File: src/csa_pkg.sv
// Shared types and constants for the code slot allocator.
// No dependencies; every other file of the block imports this package.
`timescale 1ns / 1ps

package csa_pkg;

	localparam int CODE_W   = 10;
	localparam int SIZE_W   = 8;
	localparam int ELEC_W   = 8;
	localparam int UNIT_W   = 6;
	localparam int STATUS_W = 2;

	// Bitmap words are 16 codes wide; a code splits into word address and bit.
	localparam int WORD_W = 16;
	localparam int BIT_W  = 4;

	// Highest code that may ever be handed out, before the code space limit.
	localparam int TOP_CODE = 999;

	// Intermediate widths of the preferred code arithmetic.
	localparam int QUO_W  = 5;    // ceil(size / 10), at most 26
	localparam int RND_W  = 9;    // size rounded up to a multiple of ten
	localparam int PROD_W = 15;   // unit * rounded size
	localparam int SUM_W  = 15;   // start + product + electrode

	localparam logic [STATUS_W-1:0] STATUS_OK     = 2'd0;
	localparam logic [STATUS_W-1:0] STATUS_BEYOND = 2'd1;
	localparam logic [STATUS_W-1:0] STATUS_FULL   = 2'd2;

	// Search window inside one bitmap word.
	typedef struct packed {
		logic [BIT_W-1:0] lo;
		logic [BIT_W-1:0] hi;
	} find_req_t;

	typedef struct packed {
		logic             found;
		logic [BIT_W-1:0] bit_pos;
	} find_rsp_t;

endpackage

File: src/code_slot_allocator_unit.sv
// Code slot allocator top level: request sequencer around the bitmap memory
// and the shared free-bit finder. Depends on csa_pkg, csa_bitmap, csa_find.
//
//   channel  | handshake             | payload
//   ---------+-----------------------+--------------------------------------------
//   request  | in_valid / in_ready   | window_start, window_end, array_len,
//            |                       | electrode, unit_index
//   result   | out_valid / out_ready | assigned_code, status
//
// A request passes the setup states (latch, round-up, preferred code, decide)
// and then examines bitmap words one at a time: the preferred code's word,
// then at most one per 16-code word of the window, before the result is
// offered; the bitmap read port sets that pace.
// After reset a clearing pass sweeps all 2**AW bitmap words (64 by default),
// and in_ready stays low during it. One request is in work at a time;
// in_ready is low from acceptance until its result transfer.
`timescale 1ns / 1ps

module code_slot_allocator_unit #(
	parameter int CODE_SPACE = 1024
) (
	input  logic                          clk,
	input  logic                          arst_n,
	input  logic                          in_valid,
	output logic                          in_ready,
	input  logic [csa_pkg::CODE_W-1:0]    window_start,
	input  logic [csa_pkg::CODE_W-1:0]    window_end,
	input  logic [csa_pkg::SIZE_W-1:0]    array_len,
	input  logic [csa_pkg::ELEC_W-1:0]    electrode,
	input  logic [csa_pkg::UNIT_W-1:0]    unit_index,
	output logic                          out_valid,
	input  logic                          out_ready,
	output logic [csa_pkg::CODE_W-1:0]    assigned_code,
	output logic [csa_pkg::STATUS_W-1:0]  status
);
	import csa_pkg::*;

	// Only codes up to LIMIT are ever stored, so the bitmap is sized from LIMIT.
	localparam int LIMIT_I = (CODE_SPACE - 1 < TOP_CODE) ? CODE_SPACE - 1 : TOP_CODE;
	localparam int USED    = LIMIT_I + 1;
	localparam int WORDS   = (USED + WORD_W - 1) / WORD_W;
	localparam int AW      = (WORDS > 1) ? $clog2(WORDS) : 1;
	localparam logic [CODE_W-1:0] LIMIT = CODE_W'(LIMIT_I);

	localparam logic [2:0] S_IDLE   = 3'd0;
	localparam logic [2:0] S_QUO    = 3'd1;
	localparam logic [2:0] S_PREF   = 3'd2;
	localparam logic [2:0] S_DECIDE = 3'd3;
	localparam logic [2:0] S_EVAL   = 3'd4;
	localparam logic [2:0] S_OUT    = 3'd5;

	logic [2:0]          state_q, state_d;
	logic [CODE_W-1:0]   start_q, end_q;
	logic [SIZE_W-1:0]   size_q;
	logic [ELEC_W-1:0]   elec_q;
	logic [UNIT_W-1:0]   unit_q;
	logic [QUO_W-1:0]    quo_q;
	logic [SUM_W-1:0]    sum_q;
	logic [AW-1:0]       cur_q, cur_d;
	logic                scan_q, scan_d;
	logic [CODE_W-1:0]   code_q, code_d;
	logic [STATUS_W-1:0] status_q, status_d;

	logic                mem_busy;
	logic                rd_en;
	logic [AW-1:0]       rd_addr;
	logic [WORD_W-1:0]   rd_data;
	logic                wr_en;
	logic [WORD_W-1:0]   wr_data;
	find_req_t           freq;
	find_rsp_t           frsp;

	logic [16:0]         quo_mul;
	logic [RND_W-1:0]    rounded;
	logic [PROD_W-1:0]   prod;
	logic [SUM_W-1:0]    pref_w;
	logic [CODE_W-1:0]   pref;
	logic                in_win;
	logic [AW-1:0]       end_word, start_word, pref_word;

	// ceil(size / 10) as ((size + 9) * 205) >> 11, exact for these values.
	assign quo_mul = (17'(size_q) + 17'd9) * 17'd205;
	assign rounded = (RND_W'(quo_q) << 3) + (RND_W'(quo_q) << 1);
	assign prod    = PROD_W'(unit_q) * PROD_W'(rounded);

	// The sum holds pref + 1, so an electrode of zero never wraps.
	assign pref_w     = sum_q - SUM_W'(1);
	assign pref       = pref_w[CODE_W-1:0];
	assign in_win     = (sum_q > SUM_W'(start_q)) && (pref_w <= SUM_W'(end_q));
	assign end_word   = end_q[BIT_W +: AW];
	assign start_word = start_q[BIT_W +: AW];
	assign pref_word  = pref[BIT_W +: AW];

	always_comb begin
		if (scan_q) begin
			freq.hi = (cur_q == end_word) ? end_q[BIT_W-1:0] : {BIT_W{1'b1}};
			freq.lo = (cur_q == start_word) ? start_q[BIT_W-1:0] : '0;
		end else begin
			freq.hi = pref[BIT_W-1:0];
			freq.lo = pref[BIT_W-1:0];
		end
	end

	assign wr_data = rd_data | (WORD_W'(1) << frsp.bit_pos);

	always_comb begin
		logic start_scan;
		state_d    = state_q;
		cur_d      = cur_q;
		scan_d     = scan_q;
		code_d     = code_q;
		status_d   = status_q;
		rd_en      = 1'b0;
		rd_addr    = cur_q;
		wr_en      = 1'b0;
		start_scan = 1'b0;
		unique case (state_q)
			S_IDLE: begin
				if (in_valid && !mem_busy) begin
					state_d = S_QUO;
				end
			end
			S_QUO: begin
				state_d = S_PREF;
			end
			S_PREF: begin
				state_d = S_DECIDE;
			end
			S_DECIDE: begin
				if (in_win && pref > LIMIT) begin
					code_d   = '0;
					status_d = STATUS_BEYOND;
					state_d  = S_OUT;
				end else if (in_win) begin
					rd_en   = 1'b1;
					rd_addr = pref_word;
					cur_d   = pref_word;
					scan_d  = 1'b0;
					state_d = S_EVAL;
				end else begin
					start_scan = 1'b1;
				end
			end
			S_EVAL: begin
				if (frsp.found) begin
					wr_en    = 1'b1;
					code_d   = CODE_W'({cur_q, frsp.bit_pos});
					status_d = STATUS_OK;
					state_d  = S_OUT;
				end else if (!scan_q) begin
					start_scan = 1'b1;
				end else if (cur_q == start_word) begin
					code_d   = '0;
					status_d = STATUS_FULL;
					state_d  = S_OUT;
				end else begin
					rd_en   = 1'b1;
					rd_addr = cur_q - AW'(1);
					cur_d   = cur_q - AW'(1);
				end
			end
			S_OUT: begin
				if (out_ready) begin
					state_d = S_IDLE;
				end
			end
			default: begin
				state_d = S_IDLE;
			end
		endcase

		// Downward scan from the window end; an empty window reports full, and it stops at once past the limit.
		if (start_scan) begin
			if (start_q > end_q) begin
				code_d   = '0;
				status_d = STATUS_FULL;
				state_d  = S_OUT;
			end else if (end_q > LIMIT) begin
				code_d   = '0;
				status_d = STATUS_BEYOND;
				state_d  = S_OUT;
			end else begin
				rd_en   = 1'b1;
				rd_addr = end_word;
				cur_d   = end_word;
				scan_d  = 1'b1;
				state_d = S_EVAL;
			end
		end
	end

	always_ff @(posedge clk or negedge arst_n) begin
		if (!arst_n) begin
			state_q <= S_IDLE;
			scan_q  <= 1'b0;
		end else begin
			state_q <= state_d;
			scan_q  <= scan_d;
		end
	end

	always_ff @(posedge clk) begin
		if (state_q == S_IDLE && in_valid && !mem_busy) begin
			start_q <= window_start;
			end_q   <= window_end;
			size_q  <= array_len;
			elec_q  <= electrode;
			unit_q  <= unit_index;
		end
		if (state_q == S_QUO) begin
			quo_q <= quo_mul[11 +: QUO_W];
		end
		if (state_q == S_PREF) begin
			sum_q <= SUM_W'(start_q) + SUM_W'(prod) + SUM_W'(elec_q);
		end
		cur_q    <= cur_d;
		code_q   <= code_d;
		status_q <= status_d;
	end

	csa_bitmap #(
		.AW(AW)
	) u_bitmap (
		.clk    (clk),
		.arst_n (arst_n),
		.rd_en  (rd_en),
		.rd_addr(rd_addr),
		.rd_data(rd_data),
		.wr_en  (wr_en),
		.wr_addr(cur_q),
		.wr_data(wr_data),
		.busy   (mem_busy)
	);

	csa_find u_find (
		.word(rd_data),
		.req (freq),
		.rsp (frsp)
	);

	assign in_ready      = (state_q == S_IDLE) && !mem_busy;
	assign out_valid     = (state_q == S_OUT);
	assign assigned_code = code_q;
	assign status        = status_q;

endmodule

File: src/csa_bitmap.sv
// Taken-code bitmap: one word-wide memory with a registered read port,
// one write port and a clearing pass after reset. Depends on csa_pkg.
`timescale 1ns / 1ps

module csa_bitmap #(
	parameter int AW = 6
) (
	input  logic                      clk,
	input  logic                      arst_n,
	input  logic                      rd_en,
	input  logic [AW-1:0]             rd_addr,
	output logic [csa_pkg::WORD_W-1:0] rd_data,
	input  logic                      wr_en,
	input  logic [AW-1:0]             wr_addr,
	input  logic [csa_pkg::WORD_W-1:0] wr_data,
	output logic                      busy
);
	import csa_pkg::*;

	localparam int DEPTH = 2 ** AW;

	logic [WORD_W-1:0] mem [DEPTH];
	logic [WORD_W-1:0] rd_data_q;
	logic [AW-1:0]     clr_addr_q;
	logic              clearing_q;

	logic              w_en;
	logic [AW-1:0]     w_addr;
	logic [WORD_W-1:0] w_data;

	// The clearing pass owns the write port until it has swept every word.
	always_comb begin
		if (clearing_q) begin
			w_en   = 1'b1;
			w_addr = clr_addr_q;
			w_data = (clr_addr_q == '0) ? WORD_W'(1) : '0;
		end else begin
			w_en   = wr_en;
			w_addr = wr_addr;
			w_data = wr_data;
		end
	end

	always_ff @(posedge clk or negedge arst_n) begin
		if (!arst_n) begin
			clr_addr_q <= '0;
			clearing_q <= 1'b1;
		end else if (clearing_q) begin
			clr_addr_q <= clr_addr_q + AW'(1);
			if (clr_addr_q == {AW{1'b1}}) begin
				clearing_q <= 1'b0;
			end
		end
	end

	always_ff @(posedge clk) begin
		if (w_en) begin
			mem[w_addr] <= w_data;
		end
		if (rd_en) begin
			rd_data_q <= mem[rd_addr];
		end
	end

	assign rd_data = rd_data_q;
	assign busy    = clearing_q;

endmodule

File: src/csa_find.sv
// Free-bit finder: highest clear bit of one bitmap word inside [lo, hi].
// Purely combinational; depends on csa_pkg.
`timescale 1ns / 1ps

module csa_find (
	input  logic [csa_pkg::WORD_W-1:0] word,
	input  csa_pkg::find_req_t         req,
	output csa_pkg::find_rsp_t         rsp
);
	import csa_pkg::*;

	logic [WORD_W-1:0] cand;

	always_comb begin
		for (int i = 0; i < WORD_W; i++) begin
			cand[i] = !word[i] && (BIT_W'(i) >= req.lo) && (BIT_W'(i) <= req.hi);
		end
	end

	// Priority from the top, so the highest free code wins.
	always_comb begin
		rsp.found   = 1'b0;
		rsp.bit_pos = '0;
		for (int i = 0; i < WORD_W; i++) begin
			if (cand[i]) begin
				rsp.found   = 1'b1;
				rsp.bit_pos = BIT_W'(i);
			end
		end
	end

endmodule

File: config.mk
export PLATFORM = sky130hd
export DESIGN_NAME = code_slot_allocator_unit
export DESIGN_NICKNAME = d
export VERILOG_FILES = /design/src/csa_pkg.sv /design/src/code_slot_allocator_unit.sv /design/src/csa_bitmap.sv /design/src/csa_find.sv
export SDC_FILE = /design/constraint.sdc
export NUM_CORES = 2
export LEC_CHECK = 0
export BUFFER_PORTS_ARGS = -buffer_cell sky130_fd_sc_hd__buf_2
export CAP_MARGIN = 20
export CORE_MARGIN = 1.5
export CORE_UTILIZATION = 55
export CTS_CLUSTER_SIZE = 12
export DETAILED_ROUTE_END_ITERATION = 12
export HOLD_SLACK_MARGIN = 0.06
export PLACE_DENSITY = 0.79
export SLEW_MARGIN = 20
export SYNTH_ARGS = -nofsm -noshare
export SYNTH_HDL_FRONTEND = slang
export SYNTH_SLANG_ARGS = --single-unit
File: constraint.sdc
create_clock -name clk -period 9.3 [get_ports clk]
set_input_delay 0.93 -clock clk [delete_from_list [all_inputs] [get_ports clk]]
set_output_delay 0.93 -clock clk [all_outputs]
set_load 0.05 [all_outputs]
==> summary.txt <==
Setup path
  – Crit path required time: 9.84 ns
  – Crit path cell chain: inv_1 > ha_1 > or4b_1 > nor4_1 > xnor2_1 > clkinv_1 > ha_1 > nand4_1 > nor4_1 > o21ai_0 > nor4_1 > o21a_1 > a21oi_1 > o311ai_1 > nand3_2 > nand2_8 > buf_12 > buf_12 > mux2i_1 > a32o_1 > o21ai_0 > nand4_1 > nor2_1
  – Critical path's top delay family: simple AND/OR/NAND/NOR gates
  – Crit start category: register
  – RR Startpoint: sum_q[0]
  – Crit path DAT: 8.43 ns
  – Buf/Inv on CP: 4
  – CP most frequent cell: nor4_1
  – Worst Setup End Kind: register
  – Critical path startpoint: sum_q[0]
  – Crit Path Class: reg2reg
  – Max FO, Critical Path: 155
  – Slowest CP cell: o21ai_0
  – Largest stage delay, worst path: 0.66 ns

Placed design
  – Buffers on Ports: 59
  – Final GP Congestion: 0.947
  – Placed cells: 4685
  – Dpl hpwl: 74600 um
  – DP Area: 51500 um2

Drt
  – Uppermost routed layer: met5
  – Routed via count: 31500
  – DRT Wirelength: 127000 um
  – Vias per cell: 6.50
  – Post-DRT Antenna Nets: 0
  – DRT iter0 DRCs: 4770
  – Pre-antenna DRT Iters: 6
  – Remaining DRCs: 0
  – Met2 Routed Length: 58700 um
  – Metal-1 WL: 47500 um
  – Routed WL per cell: 26.2 um
  – Metal3 WL: 15100 um

Floorplanning
  – CORE AREA: 88800 um2
  – Die Footprint: 91900 um2
  – Die Height: 303 um
  – Rows: 109
  – Die X: 303 um
  – # IOs: 60
  – Starting Density: 0.558

CTS
  – Clock Tree Buf Depth: 3
  – Clock slew at reported path FFs: 0.06 ns
  – H-tree depth: 3
  – Hold Buf Count CTS: 0
  – Cts repair resizes: 0
  – Clk sink count: 1131
  – Postcts setup bufs: 0
  – CTS tree: done
  – Worst-skew pair later-pin latency: 0.69 ns
  – Root Buffer: clkbuf_16
  – Cts bufs inserted: 110

Global route
  – Pin count of the biggest net entering global routing: 156
  – Vias in the first global route: 30500
  – Initial antenna violation count: 6
  – First-pass GRT wire length: 188000 um
  – GRT overflow: 0
  – GR Util All Layers: 0.275

Finish
  – Fin util: 0.616
  – Filler Cells Inserted: 6292
  – Nets: 3849
  – Layout cells sized above 1: 0.101
  – Design area: 54700 um2
  – Finished Layout Cells: 4847
  – Layout area overhead: 10.4%

Timing
  – Period utilisation layout: 0.848
  – Final setup fails: 0
  – Final setup TNS: 0 ns
  – Tightest Pin Transition: 1.12 ns
  – Final hold vios: 0
  – FMAX: 127 MHz
  – Relative slew slack: 0.254
  – Crit path time final: 7.89 ns
  – Skew final: 0.0285 ns
  – RSZ-0062 raised after global routing: no
  – Final slew viol count: 0

Power
  – Power, Total: 22400 uW
  – Internal: 13200 uW
  – Power share of the combinational group: 0.504
  – Cell area power density: 410 nW/um2
  – Sw frac: 0.411
  – Share of power burned in registers: 0.312
  – P_sw: 9220 uW
  – Clock share of power: 0.184
  – Leakage power: 0.0196 uW
  – Peak VDD IR: 0.000975 V

Logic synthesis
  – Synthesized flop and latch total: 1131
  – Most frequent cell after synthesis: edfxtp_1
  – Most instantiated cells after synthesis: edfxtp_1 (1102), nand2_1 (537), mux2i_1 (189)
  – Sequential share of the synthesized area: 0.681
  – Area contributors post-synth: edfxtp_1 (67%), nand2_1 (4.1%), mux2i_1 (3.8%)
  – Synth Instances: 3541
  – Synthesized cell area: 49500 um2
  – Top cell type's share of synthesized area: 0.668
  – Synth Net Count: 3758
  – Post-synth cell types: 94
  – Warnings, synthesis: 0
  – Post-Syn Area per Cell: 14.0 um2
  – Primary FF master, synth: edfxtp_1
  – Share of synthesized registers carrying an async set or reset: 0.00973
  – Post-synth EDFFs: 1102
  – Leading area contributor after synthesis: edfxtp_1

Job
  – Max Cap Viol: 0

Outcome
  – Outcome: finished clean

Hold path
  – Min-delay worst type: in2async
final cells by class:
type	instances	area [um2]	share of cell area
diodes	2	5.00	0.0000915
clock buffers	135	2950	0.0540
clock inverters	25	258	0.00471
inverters	136	523	0.00956
multi-input cells	2086	14600	0.267
flip-flops and latches	1131	33700	0.617
well taps	1165	1460	0.0266
repair buffers	167	1160	0.0211
cell families (layout without fill, tap and decap cells):
| kind of cell | count (synthesis) | after routing | synth area share |
|---|---|---|---|
| AND/OR/NAND/NOR | 977 | 977 | 0.0903 |
| flip-flops | 1131 | 1131 | 0.681 |
| XOR/XNOR | 53 | 53 | 0.0101 |
| buffers and inverters | 324 | 463 | 0.0280 |
| AO/OA/AOI/OAI | 693 | 693 | 0.101 |
| multiplexers | 192 | 192 | 0.0389 |
| other | 0 | 2 | 0 |
| adder cells (fa/ha/maj) | 171 | 171 | 0.0512 |
registers in the layout, indices dropped and copies added (netlist names), 2 cells and up:
register,cells
sum_q,15
unit_q,6
status,2
u_bitmap.clr_addr_q,6
assigned_code,10
size_q,8
u_bitmap.mem,1024
state_q,3
start_q,10
quo_q,5
end_q,10
u_bitmap.rd_data,16
cur_q,6
elec_q,8
placed cells by master, fill, tap and decap left out, types with 76 or more instances in the layout:
cell type / n
edfxtp_1: 1102
nand2_1: 537
mux2i_1: 189
inv_1: 129
nor2_1: 124
ha_1: 118
clkbuf_16: 114
a21oi_1: 108
buf_4: 104
a32o_1: 92
a22oi_1: 76
path summary, 6_finish.rpt:
check / end / slack, ns / depth (start not counted)
setup reg to reg: u_bitmap.rd_data[10] / 1.41 / 23
setup / recovery: u_bitmap.rd_data[10] / 1.41 / 23
hold reg to reg: assigned_code[9] / 0.47 / 2
hold / removal: u_bitmap.clr_addr_q[2] / 0.14 / 1
min in group clk: unit_q[1] / 0.41 / 1
max in group asynchronous: u_bitmap.busy / 8.85 / 1
worst reg2reg max path, cell delays in order (launching register included):
cell and delay, ns:
edfxtp_1 0.50, inv_1 0.16, ha_1 0.25, or4b_1 0.51, nor4_1 0.26, xnor2_1 0.20
clkinv_1 0.16, ha_1 0.32, nand4_1 0.12, nor4_1 0.26, o21ai_0 0.12, nor4_1 0.19
o21a_1 0.31, a21oi_1 0.11, o311ai_1 0.35, nand3_2 0.23, nand2_8 0.62, buf_12 0.66
buf_12 0.64, mux2i_1 0.47, a32o_1 0.25, o21ai_0 0.66, nand4_1 0.25, nor2_1 0.15
metal layers:
metal | GRT usage | vias to the layer above
li1 | - | 13600
met4 | 0.128 | 12
met5 | 0 | -
met2 | 0.432 | 1904
met3 | 0.0603 | 319
met1 | 0.368 | 15600
through the flow:
step | worst slack [ns] | hold slack, ns
floorplan | 3.31 | 0.506
global placement | 1.63 | 0.448
detailed placement | 1.57 | 0.469
CTS | 1.51 | 0.120
global route | 0.759 | 0.155
finish | 1.41 | 0.142
power by group through the flow:
stage               logic, uW  clock network, uW  registers, uW
floorplan                8180                  0           7040
global placement        10800                  0           7070
detailed placement      11100                  0           7070
CTS                     11300               4150           6970
global route            12500               4340           7000
finish                  11300               4130           6990
No activity file was read; power rests on OpenSTA's default activity.
